===== src/hjsc_pkg.sv =====
// Shared types, constants and join tables for the Hangul jamo syllable composer.
// No dependencies; the RTL uses scoped names, the testbench imports it.
package hjsc_pkg;

  localparam int STACK_DEPTH = 6;
  localparam int CNT_W       = $clog2(STACK_DEPTH + 1);
  localparam int CODE_W      = 15;
  localparam int IDX_W       = 5;
  localparam int KIND_W      = 3;
  localparam int PLAIN_W     = 16;
  localparam int CFG_IDX_W   = 1;
  localparam int CFG_DATA_W  = 1;

  // Fill values of the three Johab fields
  localparam logic [IDX_W-1:0]  CHO_FILL   = 5'd1;
  localparam logic [IDX_W-1:0]  JUNG_FILL  = 5'd2;
  localparam logic [IDX_W-1:0]  JONG_FILL  = 5'd1;
  localparam logic [CODE_W-1:0] EMPTY_CODE = {CHO_FILL, JUNG_FILL, JONG_FILL};

  localparam logic OP_KEY   = 1'b0;
  localparam logic OP_ERASE = 1'b1;

  localparam logic [CFG_IDX_W-1:0] CFG_SHUFFLE = 1'd0;
  localparam logic [CFG_IDX_W-1:0] CFG_STRICT  = 1'd1;

  typedef enum logic [KIND_W-1:0] {
    KIND_UNMAPPED = 3'd0,
    KIND_PLAIN    = 3'd1,
    KIND_INITIAL  = 3'd2,
    KIND_MEDIAL   = 3'd3,
    KIND_FINAL    = 3'd4,
    KIND_BOTH     = 3'd5
  } kind_t;

  typedef enum logic [2:0] {
    ST_RAW       = 3'd0,
    ST_EMPTIED   = 3'd1,
    ST_NONHANGUL = 3'd2,
    ST_CORRECT   = 3'd3,
    ST_NEW       = 3'd4,
    ST_CORR_NEW  = 3'd5,
    ST_ERROR     = 3'd6
  } status_t;

  typedef enum logic [2:0] {
    SOP_HOLD,
    SOP_PUSH,
    SOP_POP,
    SOP_CLEAR,
    SOP_LOAD1,
    SOP_LOAD2
  } stack_op_t;

  typedef struct packed {
    logic [KIND_W-1:0] kind;
    logic [IDX_W-1:0]  ini;
    logic [IDX_W-1:0]  med;
    logic [IDX_W-1:0]  fin;
  } jamo_t;

  typedef struct packed {
    jamo_t             jamo;
    logic [CODE_W-1:0] code;
  } entry_t;

  typedef struct packed {
    logic [CNT_W-1:0] count;
    entry_t           top;
    entry_t           second;
  } stack_view_t;

  typedef struct packed {
    stack_op_t op;
    entry_t    top;
    entry_t    second;
  } stack_cmd_t;

  typedef struct packed {
    logic               op;
    logic [KIND_W-1:0]  kind;
    logic [IDX_W-1:0]   ini;
    logic [IDX_W-1:0]   med;
    logic [IDX_W-1:0]   fin;
    logic [PLAIN_W-1:0] plain;
  } req_item_t;

  typedef struct packed {
    status_t            status;
    logic [PLAIN_W-1:0] syllable_code;
    logic [CODE_W-1:0]  second_code;
    logic               pending;
  } rsp_item_t;

  // Doubled initials: a consonant typed twice becomes its tense form
  function automatic logic [IDX_W-1:0] join_ini(input logic [IDX_W-1:0] a);
    logic [IDX_W-1:0] v;
    case (a)
      5'd2, 5'd5, 5'd9, 5'd11, 5'd14: v = a + 5'd1;
      default:                        v = '0;
    endcase
    return v;
  endfunction

  // Compound medials
  function automatic logic [IDX_W-1:0] join_med(input logic [IDX_W-1:0] a,
                                                 input logic [IDX_W-1:0] b);
    logic [IDX_W-1:0] v;
    v = '0;
    case (a)
      5'd13: begin
        case (b)
          5'd3:    v = 5'd14;
          5'd4:    v = 5'd15;
          5'd29:   v = 5'd18;
          default: v = '0;
        endcase
      end
      5'd20: begin
        case (b)
          5'd7:    v = 5'd21;
          5'd10:   v = 5'd22;
          5'd29:   v = 5'd23;
          default: v = '0;
        endcase
      end
      5'd27: begin
        if (b == 5'd29) v = 5'd28;
      end
      default: v = '0;
    endcase
    return v;
  endfunction

  // Compound finals
  function automatic logic [IDX_W-1:0] join_fin(input logic [IDX_W-1:0] a,
                                                 input logic [IDX_W-1:0] b);
    logic [IDX_W-1:0] v;
    v = '0;
    case (a)
      5'd2: begin
        case (b)
          5'd2:    v = 5'd3;
          5'd21:   v = 5'd4;
          default: v = '0;
        endcase
      end
      5'd5: begin
        case (b)
          5'd24:   v = 5'd6;
          5'd29:   v = 5'd7;
          default: v = '0;
        endcase
      end
      5'd9: begin
        case (b)
          5'd2:    v = 5'd10;
          5'd17:   v = 5'd11;
          5'd19:   v = 5'd12;
          5'd21:   v = 5'd13;
          5'd27:   v = 5'd14;
          5'd28:   v = 5'd15;
          5'd29:   v = 5'd16;
          default: v = '0;
        endcase
      end
      5'd19: begin
        if (b == 5'd21) v = 5'd20;
      end
      default: v = '0;
    endcase
    return v;
  endfunction

endpackage


===== src/hjsc_channels.sv =====
// Valid/ready channel interfaces for keystroke requests and composer results.
// Depends on hjsc_pkg for field widths.
interface hjsc_req_if;
  logic                          valid;
  logic                          ready;
  logic                          op;
  logic [hjsc_pkg::KIND_W-1:0]   jamo_kind;
  logic [hjsc_pkg::IDX_W-1:0]    initial_index;
  logic [hjsc_pkg::IDX_W-1:0]    medial_index;
  logic [hjsc_pkg::IDX_W-1:0]    final_index;
  logic [hjsc_pkg::PLAIN_W-1:0]  plain_code;

  modport source (
    output valid, op, jamo_kind, initial_index, medial_index, final_index, plain_code,
    input  ready
  );
  modport sink (
    input  valid, op, jamo_kind, initial_index, medial_index, final_index, plain_code,
    output ready
  );
endinterface

interface hjsc_rsp_if;
  logic                          valid;
  logic                          ready;
  logic [2:0]                    status;
  logic [hjsc_pkg::PLAIN_W-1:0]  syllable_code;
  logic [hjsc_pkg::CODE_W-1:0]   second_code;
  logic                          pending;

  modport source (
    output valid, status, syllable_code, second_code, pending,
    input  ready
  );
  modport sink (
    input  valid, status, syllable_code, second_code, pending,
    output ready
  );
endinterface


===== src/hjsc_stack.sv =====
// Jamo entry stack: a shift register with the top entry at position 0.
// Depends on hjsc_pkg for the entry, command and view types.
module hjsc_stack (
  input  logic                   clk,
  input  logic                   rst,
  input  logic                   step_en,
  input  hjsc_pkg::stack_cmd_t   cmd,
  output hjsc_pkg::stack_view_t  view
);

  localparam logic [hjsc_pkg::CNT_W-1:0] FULL = hjsc_pkg::CNT_W'(hjsc_pkg::STACK_DEPTH);

  hjsc_pkg::entry_t              entries [hjsc_pkg::STACK_DEPTH];
  logic [hjsc_pkg::CNT_W-1:0]    count;
  logic [hjsc_pkg::CNT_W-1:0]    count_next;

  always_comb begin
    count_next = count;
    case (cmd.op)
      hjsc_pkg::SOP_PUSH:  if (count < FULL) count_next = count + 1'b1;
      hjsc_pkg::SOP_POP:   if (count != '0) count_next = count - 1'b1;
      hjsc_pkg::SOP_CLEAR: count_next = '0;
      hjsc_pkg::SOP_LOAD1: count_next = hjsc_pkg::CNT_W'(1);
      hjsc_pkg::SOP_LOAD2: count_next = hjsc_pkg::CNT_W'(2);
      default:             count_next = count;
    endcase
  end

  always_ff @(posedge clk) begin
    if (rst) begin
      count <= '0;
    end else if (step_en) begin
      count <= count_next;
    end
  end

  // A push onto a full stack overwrites the top without shifting
  always_ff @(posedge clk) begin
    if (step_en) begin
      case (cmd.op)
        hjsc_pkg::SOP_PUSH: begin
          if (count < FULL) begin
            for (int i = 1; i < hjsc_pkg::STACK_DEPTH; i++) entries[i] <= entries[i-1];
          end
          entries[0] <= cmd.top;
        end
        hjsc_pkg::SOP_POP: begin
          for (int i = 0; i < hjsc_pkg::STACK_DEPTH - 1; i++) entries[i] <= entries[i+1];
        end
        hjsc_pkg::SOP_LOAD1: begin
          entries[0] <= cmd.top;
        end
        hjsc_pkg::SOP_LOAD2: begin
          entries[0] <= cmd.top;
          entries[1] <= cmd.second;
        end
        default: ;
      endcase
    end
  end

  assign view.count  = count;
  assign view.top    = entries[0];
  assign view.second = entries[1];

endmodule


===== src/hjsc_step.sv =====
// Composition step: decides the stack update and the result for one keystroke.
// Depends on hjsc_pkg for types, codes and join tables.
module hjsc_step (
  input  hjsc_pkg::req_item_t    item,
  input  hjsc_pkg::stack_view_t  view,
  input  logic                   shuffle_mode,
  input  logic                   strict_errors,
  output hjsc_pkg::stack_cmd_t   cmd,
  output hjsc_pkg::rsp_item_t    rsp
);

  logic [hjsc_pkg::CODE_W-1:0] cur;
  logic                        has_ini;
  logic                        has_med;
  logic                        has_fin;
  logic                        one_entry;
  logic                        multi;
  hjsc_pkg::jamo_t             jamo;
  logic [hjsc_pkg::IDX_W-1:0]  ji;
  logic [hjsc_pkg::IDX_W-1:0]  jm;
  logic [hjsc_pkg::IDX_W-1:0]  jf;
  logic [hjsc_pkg::CODE_W-1:0] new_ini;
  logic [hjsc_pkg::CODE_W-1:0] new_med;
  logic [hjsc_pkg::CODE_W-1:0] split_ini;

  assign cur       = (view.count == '0) ? hjsc_pkg::EMPTY_CODE : view.top.code;
  assign has_ini   = cur[14:10] != hjsc_pkg::CHO_FILL;
  assign has_med   = cur[9:5]   != hjsc_pkg::JUNG_FILL;
  assign has_fin   = cur[4:0]   != hjsc_pkg::JONG_FILL;
  assign one_entry = view.count == hjsc_pkg::CNT_W'(1);
  assign multi     = view.count > hjsc_pkg::CNT_W'(1);
  assign jamo      = '{kind: item.kind, ini: item.ini, med: item.med, fin: item.fin};

  // Doubled initial only right after a lone initial of the same consonant
  assign ji = (one_entry && view.top.jamo.ini == item.ini) ?
              hjsc_pkg::join_ini(item.ini) : '0;
  assign jm = (view.count != '0 &&
               !(multi && view.second.jamo.kind == hjsc_pkg::KIND_MEDIAL)) ?
              hjsc_pkg::join_med(view.top.jamo.med, item.med) : '0;
  assign jf = (view.count != '0 &&
               !(view.count > hjsc_pkg::CNT_W'(2) &&
                 view.second.jamo.kind != hjsc_pkg::KIND_MEDIAL)) ?
              hjsc_pkg::join_fin(view.top.jamo.fin, item.fin) : '0;

  // Fresh syllables holding a single initial or a single medial
  assign new_ini   = {item.ini, hjsc_pkg::JUNG_FILL, hjsc_pkg::JONG_FILL};
  assign new_med   = {hjsc_pkg::CHO_FILL, item.med, hjsc_pkg::JONG_FILL};
  assign split_ini = {view.top.jamo.ini, hjsc_pkg::JUNG_FILL, hjsc_pkg::JONG_FILL};

  always_comb begin
    cmd.op          = hjsc_pkg::SOP_HOLD;
    cmd.top.jamo    = jamo;
    cmd.top.code    = cur;
    cmd.second      = view.top;
    rsp.status      = hjsc_pkg::ST_ERROR;
    rsp.syllable_code = '0;
    rsp.second_code = '0;
    rsp.pending     = 1'b0;

    if (item.op == hjsc_pkg::OP_ERASE) begin
      if (view.count == '0) begin
        rsp.status = hjsc_pkg::ST_RAW;
      end else if (one_entry) begin
        cmd.op     = hjsc_pkg::SOP_CLEAR;
        rsp.status = hjsc_pkg::ST_EMPTIED;
      end else begin
        cmd.op            = hjsc_pkg::SOP_POP;
        rsp.status        = hjsc_pkg::ST_CORRECT;
        rsp.syllable_code = {1'b0, view.second.code};
      end
    end else begin
      case (hjsc_pkg::kind_t'(item.kind))
        hjsc_pkg::KIND_UNMAPPED: begin
          cmd.op     = hjsc_pkg::SOP_CLEAR;
          rsp.status = hjsc_pkg::ST_RAW;
        end
        hjsc_pkg::KIND_PLAIN: begin
          cmd.op            = hjsc_pkg::SOP_CLEAR;
          rsp.status        = hjsc_pkg::ST_NONHANGUL;
          rsp.syllable_code = item.plain;
        end
        hjsc_pkg::KIND_INITIAL: begin
          if (has_fin || (has_ini && has_med)) begin
            cmd.op = hjsc_pkg::SOP_LOAD1; cmd.top.code = new_ini;
            rsp.status = hjsc_pkg::ST_NEW;
          end else if (!has_ini) begin
            if (view.count != '0 && shuffle_mode) begin
              cmd.op = hjsc_pkg::SOP_PUSH; cmd.top.code = {item.ini, cur[9:0]};
              rsp.status = hjsc_pkg::ST_CORRECT;
            end else begin
              cmd.op = hjsc_pkg::SOP_LOAD1; cmd.top.code = new_ini;
              rsp.status = hjsc_pkg::ST_NEW;
            end
          end else if (ji != '0) begin
            cmd.op = hjsc_pkg::SOP_PUSH; cmd.top.code = {ji, cur[9:0]};
            rsp.status = hjsc_pkg::ST_CORRECT;
          end else if (!strict_errors) begin
            cmd.op = hjsc_pkg::SOP_LOAD1; cmd.top.code = new_ini;
            rsp.status = hjsc_pkg::ST_NEW;
          end
        end
        hjsc_pkg::KIND_MEDIAL: begin
          if (has_fin) begin
            if (view.top.jamo.kind == hjsc_pkg::KIND_BOTH) begin
              // Move the final over: it starts the new syllable as its initial
              cmd.op          = hjsc_pkg::SOP_LOAD2;
              cmd.second.code = split_ini;
              cmd.top.code    = {view.top.jamo.ini, item.med, hjsc_pkg::JONG_FILL};
              rsp.status      = hjsc_pkg::ST_CORR_NEW;
              rsp.syllable_code = {1'b0, multi ? view.second.code : hjsc_pkg::EMPTY_CODE};
              rsp.second_code = {view.top.jamo.ini, item.med, hjsc_pkg::JONG_FILL};
            end else begin
              cmd.op = hjsc_pkg::SOP_LOAD1; cmd.top.code = new_med;
              rsp.status = hjsc_pkg::ST_NEW;
            end
          end else if (has_med) begin
            if (jm != '0) begin
              cmd.op = hjsc_pkg::SOP_PUSH; cmd.top.code = {cur[14:10], jm, cur[4:0]};
              rsp.status = hjsc_pkg::ST_CORRECT;
            end else if (shuffle_mode || !strict_errors) begin
              cmd.op = hjsc_pkg::SOP_LOAD1; cmd.top.code = new_med;
              rsp.status = hjsc_pkg::ST_NEW;
            end
          end else begin
            cmd.op = hjsc_pkg::SOP_PUSH; cmd.top.code = {cur[14:10], item.med, cur[4:0]};
            rsp.status = has_ini ? hjsc_pkg::ST_CORRECT : hjsc_pkg::ST_NEW;
          end
        end
        hjsc_pkg::KIND_FINAL: begin
          if (has_ini && has_med) begin
            if (!has_fin) begin
              cmd.op = hjsc_pkg::SOP_PUSH; cmd.top.code = {cur[14:5], item.fin};
              rsp.status = hjsc_pkg::ST_CORRECT;
            end else if (jf != '0) begin
              cmd.op = hjsc_pkg::SOP_PUSH; cmd.top.code = {cur[14:5], jf};
              rsp.status = hjsc_pkg::ST_CORRECT;
            end
          end
        end
        hjsc_pkg::KIND_BOTH: begin
          if (has_fin) begin
            if (jf != '0) begin
              cmd.op = hjsc_pkg::SOP_PUSH; cmd.top.code = {cur[14:5], jf};
              rsp.status = hjsc_pkg::ST_CORRECT;
            end else begin
              cmd.op = hjsc_pkg::SOP_LOAD1; cmd.top.code = new_ini;
              rsp.status = hjsc_pkg::ST_NEW;
            end
          end else if (has_med) begin
            // Shuffle with a lone vowel: the consonant becomes its initial
            cmd.op = hjsc_pkg::SOP_PUSH;
            cmd.top.code = (shuffle_mode && one_entry) ? {item.ini, cur[9:0]} :
                                                         {cur[14:5], item.fin};
            rsp.status = hjsc_pkg::ST_CORRECT;
          end else if (has_ini) begin
            if (ji != '0) begin
              cmd.op = hjsc_pkg::SOP_PUSH; cmd.top.code = {ji, cur[9:0]};
              rsp.status = hjsc_pkg::ST_CORRECT;
            end else if (!strict_errors) begin
              cmd.op = hjsc_pkg::SOP_LOAD1; cmd.top.code = new_ini;
              rsp.status = hjsc_pkg::ST_NEW;
            end
          end else begin
            cmd.op = hjsc_pkg::SOP_PUSH; cmd.top.code = {item.ini, cur[9:0]};
            rsp.status = hjsc_pkg::ST_NEW;
          end
        end
        default: ;
      endcase
    end

    if (cmd.op == hjsc_pkg::SOP_PUSH || cmd.op == hjsc_pkg::SOP_LOAD1) begin
      rsp.syllable_code = {1'b0, cmd.top.code};
    end

    case (cmd.op)
      hjsc_pkg::SOP_HOLD:  rsp.pending = view.count != '0;
      hjsc_pkg::SOP_POP:   rsp.pending = multi;
      hjsc_pkg::SOP_CLEAR: rsp.pending = 1'b0;
      default:             rsp.pending = 1'b1;
    endcase
  end

endmodule


===== src/hangul_jamo_syllable_composer_unit.sv =====
// Top level of the Hangul jamo syllable composer (two-set layout, Johab codes).
// Depends on hjsc_pkg, hjsc_channels (interfaces), hjsc_stack and hjsc_step.
//
// Usage:
//   req  - keystroke requests: op (key or erase), jamo_kind, the three Johab
//          indices and plain_code for non-Hangul keys.
//   rsp  - one result per request: status, syllable_code, second_code and
//          pending (a syllable is still being composed).
//   cfg  - cfg_we / cfg_index / cfg_data write shuffle_mode (index 0) and
//          strict_errors (index 1); write them only while no request is in
//          flight.
// Throughput: one request per cycle while rsp is ready. The request
//   register and the result register form a two-stage pipe, and a result
//   shows on rsp once its request has moved through both. The jamo stack is
//   updated as a request moves into the result register, so the next
//   request already sees it.
// Stall: while rsp is held off the result waits in its register; one more
//   request is taken into the request register, then req.ready drops.
// Reset: rst (synchronous) empties the stack, drops both pipe stages and sets
//   shuffle_mode to 0 and strict_errors to 1.
module hangul_jamo_syllable_composer_unit (
  input  logic                             clk,
  input  logic                             rst,
  hjsc_req_if.sink                         req,
  hjsc_rsp_if.source                       rsp,
  input  logic                             cfg_we,
  input  logic [hjsc_pkg::CFG_IDX_W-1:0]   cfg_index,
  input  logic [hjsc_pkg::CFG_DATA_W-1:0]  cfg_data
);

  logic                   shuffle_mode;
  logic                   strict_errors;

  logic                   req_valid;
  hjsc_pkg::req_item_t    req_item;
  logic                   rsp_valid;
  hjsc_pkg::rsp_item_t    rsp_item;

  logic                   advance;
  logic                   req_take;
  logic                   step_en;

  hjsc_pkg::stack_view_t  view;
  hjsc_pkg::stack_cmd_t   cmd;
  hjsc_pkg::rsp_item_t    step_rsp;

  // Configuration registers
  always_ff @(posedge clk) begin
    if (rst) begin
      shuffle_mode  <= 1'b0;
      strict_errors <= 1'b1;
    end else if (cfg_we) begin
      case (cfg_index)
        hjsc_pkg::CFG_SHUFFLE: shuffle_mode  <= cfg_data[0];
        hjsc_pkg::CFG_STRICT:  strict_errors <= cfg_data[0];
        default: ;
      endcase
    end
  end

  // Pipe control: advance when the result slot is free or being drained
  assign advance   = !rsp_valid || rsp.ready;
  assign req.ready = !req_valid || advance;
  assign req_take  = req.valid && req.ready;
  assign step_en   = req_valid && advance;

  // Request register
  always_ff @(posedge clk) begin
    if (rst) begin
      req_valid <= 1'b0;
    end else if (req_take) begin
      req_valid <= 1'b1;
    end else if (advance) begin
      req_valid <= 1'b0;
    end
  end

  always_ff @(posedge clk) begin
    if (req_take) begin
      req_item <= '{op: req.op, kind: req.jamo_kind, ini: req.initial_index,
                    med: req.medial_index, fin: req.final_index, plain: req.plain_code};
    end
  end

  hjsc_stack u_stack (
    .clk     (clk),
    .rst     (rst),
    .step_en (step_en),
    .cmd     (cmd),
    .view    (view)
  );

  hjsc_step u_step (
    .item          (req_item),
    .view          (view),
    .shuffle_mode  (shuffle_mode),
    .strict_errors (strict_errors),
    .cmd           (cmd),
    .rsp           (step_rsp)
  );

  // Result register: load together with the stack update
  always_ff @(posedge clk) begin
    if (rst) begin
      rsp_valid <= 1'b0;
    end else if (advance) begin
      rsp_valid <= req_valid;
    end
  end

  always_ff @(posedge clk) begin
    if (step_en) begin
      rsp_item <= step_rsp;
    end
  end

  assign rsp.valid         = rsp_valid;
  assign rsp.status        = rsp_item.status;
  assign rsp.syllable_code = rsp_item.syllable_code;
  assign rsp.second_code   = rsp_item.second_code;
  assign rsp.pending       = rsp_item.pending;

  // Assertions

  // A waiting result's pending flag matches the stack it left behind
  assert property (@(posedge clk) disable iff (rst)
    rsp_valid |-> (rsp_item.pending == (view.count != '0)))
    else $error("pending flag disagrees with stack depth");

  assert property (@(posedge clk) disable iff (rst)
    view.count <= hjsc_pkg::CNT_W'(hjsc_pkg::STACK_DEPTH))
    else $error("stack depth beyond capacity");

  // A request with a free result slot must move into it in the next cycle
  assert property (@(posedge clk) disable iff (rst)
    (req_valid && !rsp_valid) |=> rsp_valid)
    else $error("request stuck with result slot free");

  assert property (@(posedge clk) disable iff (rst)
    (rsp_valid && rsp_item.status != hjsc_pkg::ST_CORR_NEW) |-> (rsp_item.second_code == '0))
    else $error("second code set without a syllable split");

endmodule


===== src/flat_wrapper.sv =====
// flat-port wrapper written by rule: the top's interface ports become plain ports
module hangul_jamo_syllable_composer_unit_flat 
  (clk, rst, cfg_we, cfg_index, cfg_data, req_valid, req_op, req_jamo_kind, req_initial_index, req_medial_index, req_final_index, req_plain_code, req_ready, rsp_valid, rsp_status, rsp_syllable_code, rsp_second_code, rsp_pending, rsp_ready);
  hjsc_req_if req_i ();
  hjsc_rsp_if rsp_i ();
  input  logic clk;
  input  logic rst;
  input  logic cfg_we;
  input  logic [hjsc_pkg::CFG_IDX_W-1:0] cfg_index;
  input  logic [hjsc_pkg::CFG_DATA_W-1:0] cfg_data;
  input wire logic [$bits(req_i.valid)-1:0] req_valid;
  input wire logic [$bits(req_i.op)-1:0] req_op;
  input wire logic [$bits(req_i.jamo_kind)-1:0] req_jamo_kind;
  input wire logic [$bits(req_i.initial_index)-1:0] req_initial_index;
  input wire logic [$bits(req_i.medial_index)-1:0] req_medial_index;
  input wire logic [$bits(req_i.final_index)-1:0] req_final_index;
  input wire logic [$bits(req_i.plain_code)-1:0] req_plain_code;
  output wire logic [$bits(req_i.ready)-1:0] req_ready;
  output wire logic [$bits(rsp_i.valid)-1:0] rsp_valid;
  output wire logic [$bits(rsp_i.status)-1:0] rsp_status;
  output wire logic [$bits(rsp_i.syllable_code)-1:0] rsp_syllable_code;
  output wire logic [$bits(rsp_i.second_code)-1:0] rsp_second_code;
  output wire logic [$bits(rsp_i.pending)-1:0] rsp_pending;
  input wire logic [$bits(rsp_i.ready)-1:0] rsp_ready;
  assign req_i.valid = req_valid;
  assign req_i.op = req_op;
  assign req_i.jamo_kind = req_jamo_kind;
  assign req_i.initial_index = req_initial_index;
  assign req_i.medial_index = req_medial_index;
  assign req_i.final_index = req_final_index;
  assign req_i.plain_code = req_plain_code;
  assign req_ready = req_i.ready;
  assign rsp_valid = rsp_i.valid;
  assign rsp_status = rsp_i.status;
  assign rsp_syllable_code = rsp_i.syllable_code;
  assign rsp_second_code = rsp_i.second_code;
  assign rsp_pending = rsp_i.pending;
  assign rsp_i.ready = rsp_ready;
  hangul_jamo_syllable_composer_unit u_core (.clk(clk), .rst(rst), .req(req_i), .rsp(rsp_i), .cfg_we(cfg_we), .cfg_index(cfg_index), .cfg_data(cfg_data));
endmodule

===== config.mk =====
export PLATFORM = sky130hd
export DESIGN_NAME = hangul_jamo_syllable_composer_unit_flat
export DESIGN_NICKNAME = d
export VERILOG_FILES = /design/src/hjsc_pkg.sv /design/src/hjsc_channels.sv /design/src/hjsc_stack.sv /design/src/hjsc_step.sv /design/src/hangul_jamo_syllable_composer_unit.sv /design/src/flat_wrapper.sv
export SDC_FILE = /design/constraint.sdc
export NUM_CORES = 1
export LEC_CHECK = 0
export BUFFER_PORTS_ARGS = -buffer_cell sky130_fd_sc_hd__buf_2
export CORE_MARGIN = 1.5
export CORE_UTILIZATION = 45
export DETAILED_ROUTE_END_ITERATION = 8
export PLACE_DENSITY_LB_ADDON = 0.15
export RECOVER_POWER = 100
export REMOVE_ABC_BUFFERS = 1
export SLEW_MARGIN = 20
export SYNTH_ARGS = -nofsm -noshare
export SYNTH_HDL_FRONTEND = slang
export SYNTH_SLANG_ARGS = --single-unit

===== constraint.sdc =====
create_clock -name clk -period 8.3 [get_ports clk]
set_clock_uncertainty 0.05 [all_clocks]
set_input_delay 1.245 -clock clk [delete_from_list [all_inputs] [get_ports clk]]
set_output_delay 1.245 -clock clk [all_outputs]
set_load 0.05 [all_outputs]

; Word level (Yosys, flattened, before mapping)
; Memories as Yosys holds them, arrays and structs flattened.
; Index checks and enable logic that the tools add are counted.
[totals]
in_bits = 42
mem_bits_rw = 198
word_cells = 234
n_memories = 1
output_inout_bits = 37
regBits = 77
[classes]
bitwise_logic = 12
add_sub_neg = 3
reduce_logical = 36
magnitude_cmp = 3
eq_ne = 45
n_mux = 117
[mem_list]
columns = name, depth, width, rd, rd_clocked_by_memory_dff, write_ports, line_no
row1 = u_core.u_stack.entries, 6, 33, 6, 0, 6, hjsc_stack.sv:13  ; hjsc_pkg::entry_t entries [hjsc_pkg::STACK_DEPTH];
[op_table]
columns = op, count
row1 = two-way mux 15 bit, 24
row2 = two-way mux 33 bit, 8
row3 = two-way mux 3 bit, 32
row4 = case mux 15 bit (4 select lines), 1
row5 = equality test 5 bit (second input constant), 11
row6 = two-way mux 5 bit, 9
row7 = case mux 5 bit (3 select lines), 3
row8 = case mux 5 bit (7 select lines), 1
row9 = case mux 16 bit (2 select lines), 1
row10 = two-way mux 31 bit, 1
row11 = equality test 5 x 4 -> 1 bit (second input constant), 6
row12 = two-way mux 30 bit, 1
row13 = case mux 3 bit (5 select lines), 2
row14 = two-way mux 1 bit, 23
row15 = equality test 5 x 2 -> 1 bit (second input constant), 4
row16 = equality test 5 x 3 -> 1 bit (second input constant), 4
row17 = case mux 5 bit (4 select lines), 1
row18 = nonzero test 5 bit, 4
row19 = two-way mux 19 bit, 1
row20 = case mux 3 bit (6 select lines), 1
row21 = equality test 3 x 2 -> 1 bit (second input constant), 5
row22 = equality test 3 bit (second input constant), 5
row23 = case mux 3 bit (2 select lines), 2
row24 = logical AND 1 bit, 10
row25 = 28 further kinds, 56

; Depth between registers and ports, before layout
; An unclocked memory read counts as a cell.
[logic_depth]
word_depth = 19
depth_mapped = 15
depth_no_buf = 12

; Modules after synthesis
; Synthesis repeated with hierarchy kept, for this count alone.
[hier_totals]
hier_cells = 1281
area_unflattened_um2 = 15013.1
[modules_own_cells]
columns = module, instances, seq_area_each_um2, cells_per_inst, area_per_inst_um2
row1 = hjsc_stack, 1, 6005.8, 674, 9306.4
row2 = hjsc_step, 1, 0.0, 519, 3434.5
row3 = hangul_jamo_syllable_composer_unit, 1, 2182.1, 88, 2272.2

; Worst setup path after synthesis
; OpenSTA, ideal clock, no wires.
[synth_timing]
path_type = reg2reg
start = register u_core.req_item[26] (netlist name)
end = memory u_core.u_stack.entries[0][100] (netlist name) (enable)
setup_slack_ps = 2729
setup_time_ps = 461
path_buffers = 3
arrival_time_ps = 5060
required_time_ps = 7789
path_stages_with_launch = 14
synth_period_minus_slack_ps = 5571
path_cell_list = edfxtp_1 -> clkbuf_1 -> inv_1 -> ha_1 -> nand2_1 -> a211oi_1 -> nor4_2 -> o21ai_0 -> a21oi_1 -> a21oi_1 -> or3_4 -> buf_2 -> buf_2 -> nand2_1
[synth_lines]
columns = element, line_no
row1 = "start, declared", hangul_jamo_syllable_composer_unit.sv:35  ; hjsc_pkg::req_item_t req_item;
row2 = "start signal, assigned", hangul_jamo_syllable_composer_unit.sv:80  ; req_item <= '{op: req.op, kind: req.jamo_kind, ini: req.initial_index,
row3 = "end, declared", hjsc_stack.sv:13

==> key figures <==
Synthesis
  • YS warnings: 0
  • Yosys top cell area share: 58.9%
  • Most common cell in the netlist: nand2_1
  • Synth Register Bits: 271
  • Register area share after synthesis: roughly 60%
  • Synth area leader: edfxtp_1
  • Mapped Area: roughly 0.013 mm²
  • Distinct cells, synth: 88
  • Number of synthesized flops with an enable pin: 264
  • Synth top cells by count: nand2_1 (484), edfxtp_1 (264), o21ai_0 (63), a21oi_1 (62), nor2_1 (56)
  • Synth async-reset ratio: 0%
  • Ranking of synthesized cells by area: edfxtp_1 (59%), nand2_1 (14%), o21ai_0 (2.3%)
  • Mapped Cells: 1325
  • Most used DFF post-synth: edfxtp_1
  • Avg Cell Area, Syn: 10.2 µm²

Clocking
  • CTS resizes: 0
  • Clk Tree Root Cell: clkbuf_16
  • CTS tree: built
  • Num CTS Buffers: 29
  • Clock sink count: around 270
  • H-Tree Depth: 1
  • Clock latency on the worst-skew pair: 560 ps
  • Postcts setup bufs: 0
  • Clk buf depth: 3
  • Hold buffers post-CTS: 0
  • Worst-path clk slew: 60 ps

Critical path
  • Setup CP Type: reg -> reg
  • Reg-to-reg startpoint: u_core.u_stack.entries[0][5]
  • Worst Path Required: 8710 ps
  • Crit end category: flop
  • Crit-path max FO: 54
  • Buffers & Inverters on Critical Path: 1
  • CP max stage delay: 1220 ps
  • Worst reg-to-reg path cell count: 10
  • Worst path cell trace: or4b_1, o21ai_0, nand2_1, o31ai_1, a21oi_1, a221oi_1, or3_4, clkbuf_2, o21ai_1, a2111oi_2
  • Crit. path cell count: 10
  • Crit start category: flop
  • Critical R2R Capture: u_core.u_stack.count[2]
  • Worst EP arrival: 6910 ps
  • Crit-path slowest cell: o21ai_0
  • Reg-to-reg slack, setup: 1790 ps
  • Critical path's top delay family: compound AO/OA/AOI/OAI gates

Timing
  • Worst-Margin Slew: 3020 ps
  • Final Hold Viols: 0
  • Total Neg Setup Slack: 0 ps
  • Maximum clock rate: roughly 150 MHz
  • RSZ-0062 raised after global routing: false
  • Pins Over Slew Limit: 181
  • Post-layout minimum cycle time: 6510 ps
  • Setup violators final: 0
  • Slew headroom: -101%
  • Final Cycle Share: 78.4%

Detailed routing
  • Post-DRT Antenna Nets: 0
  • Via count: about 10000
  • WL/cell: between 20 and 25 µm
  • Residual DRC: 0
  • Detailed Route WL: 37400 µm
  • Post-DR vias/cell: 5.82
  • DR pass1 iterations: 7
  • Iter 0 DRT Violations: roughly 1200

Finish
  • Layout fillers: roughly 2700
  • Nets: 1424
  • Util after Layout: about 50%
  • Area Growth Syn to Fin: 10.6%
  • Non-filler instance count after layout: about 1800
  • Share of post-route cells with drive strength above 1: 8.11%
  • Diodes inserted: 0

Global route
  • Vias in the first global route: 9364
  • GRT Overall Usage: 24.1%
  • Maximum number of pins on one net before global-route repair: 107
  • Initial antenna violation count: 0
  • First-pass GRT wire length: ~57000 µm
  • Gr ovfl total: 0

Worst hold path
  • Worst hold stages: 0
  • HP Class: reg -> reg
  • Hold EP: u_core.u_stack.entries[0][195]
  • Worst hold path startpoint: u_core.u_stack.entries[0][162]

Floorplan
  • Horiz. Die Dim: 176 µm
  • Initial Util: 45.5%
  • Die area: ~0.031 mm²
  • Core ar.: 0.0296 mm²
  • Die H: 176 µm
  • FP Rows: 63
  • Num ports: between 70 and 80

Power and ir drop
  • Pwr dens: 206 mW/mm²
  • Leakage: 5.45 nW
  • VDD IR max: 0.000202 V

Flow run
  • Maxcap violations: 5

Placed design
  • GP Congestion: about 1.0
  • DPL Wire Length: 25300 µm
  • IO Port Bufs: 74
  • Placed cell count: 1733

Outcome
  • Failing checks: capacitance limit, slew limit
  • Status: complete, but fails checks
cells by family (layout without fill, tap and decap cells):
group,Yosys count,after routing,share of synthesized area (%)
simple gates,663,663,21.3
flops,271,271,60.0
compound gates,269,269,13.5
buf+inv,94,160,3.15
xor+xnor,10,10,0.651
mux,9,9,0.688
fa+ha+maj,8,8,0.744
other cells,1,4,0.0279
how the worst max path moves through the flow:
stage,startpoint,to
after global routing,u_core.u_stack.entries[0][5],u_core.u_stack.count[2]
final,u_core.u_stack.entries[0][5],u_core.u_stack.count[2]
after global placement,u_core.u_stack.entries[0][5],u_core.u_stack.entries[0][71]
after detailed placement,u_core.u_stack.entries[0][5],u_core.u_stack.entries[0][140]
after CTS,u_core.u_stack.entries[0][5],u_core.u_stack.entries[0][70]
after floorplan,rsp_ready,u_core.u_stack.entries[0][100]
per-stage QoR:
step           hold slack (ps)  setup slack [ps]  cell area, µm²  power [mW]
6_report                   398              1790           14900        3.06
5_1_grt                    403              1380           14900        3.16
4_1_cts                    399              2870           15000        3.09
3_3_place_gp               378              3000           14200        1.89
3_5_place_dp               382              2920           14200        1.89
2_1_floorplan              376              1940           13100        1.78
cells in the final DEF, fill, tap and decap left out, types with 13 or more instances in the layout:
master | synthesis | final
inv_1 | 13 | 13
buf_2 | 18 | 38
nor3_1 | 12 | 13
nor2_1 | 56 | 55
clkbuf_1 | 47 | 49
edfxtp_1 | 264 | 264
nand3_1 | 16 | 16
nand2_1 | 484 | 482
a21oi_1 | 62 | 62
clkbuf_16 | 0 | 29
a211oi_1 | 16 | 16
o21ai_0 | 63 | 66
a22oi_1 | 14 | 14
a31oi_1 | 14 | 13
power breakdown:
| group | total [mW] | leakage (nW) | internal [mW] | switching [mW] |
|---|---|---|---|---|
| clock network | 1.20 | 0.419 | 0.666 | 0.534 |
| logic | 0.279 | 2.55 | 0.0792 | 0.200 |
| registers | 1.59 | 2.49 | 1.55 | 0.0405 |
layout make-up:
cell class	instances	area (µm²)	share of cell area, %
Inverter	14	57.6	0.387
Tap cell	390	488	3.28
Timing Repair Buffer	95	447	3.00
Sequential cell	271	8070	54.2
Clock buffer	33	741	4.98
Clock inverter	18	118	0.790
Multi-Input combinational cell	963	4970	33.4
layer usage:
layer,vias to the layer above,share of wire [%],GRT usage [%]
met4,0,2.0,4.84
met2,497,41,33.4
li1,4846,-,-
met5,-,0,0
met3,66,8.2,3.66
met1,4979,49,39.4
sequential cells by signal (all words and copies together), names as in the netlist:
signal,count
u_core.u_stack.count,3
u_core.strict_errors,1
u_core.req_item,35
u_core.rsp.status,3
u_core.req_valid,1
u_core.shuffle_mode,1
u_core.rsp.valid,1
u_core.u_stack.entries,198
u_core.rsp.second_code,11
u_core.rsp.syllable_code,16
u_core.rsp.pending,1
(Power assumes the default switching activity.)
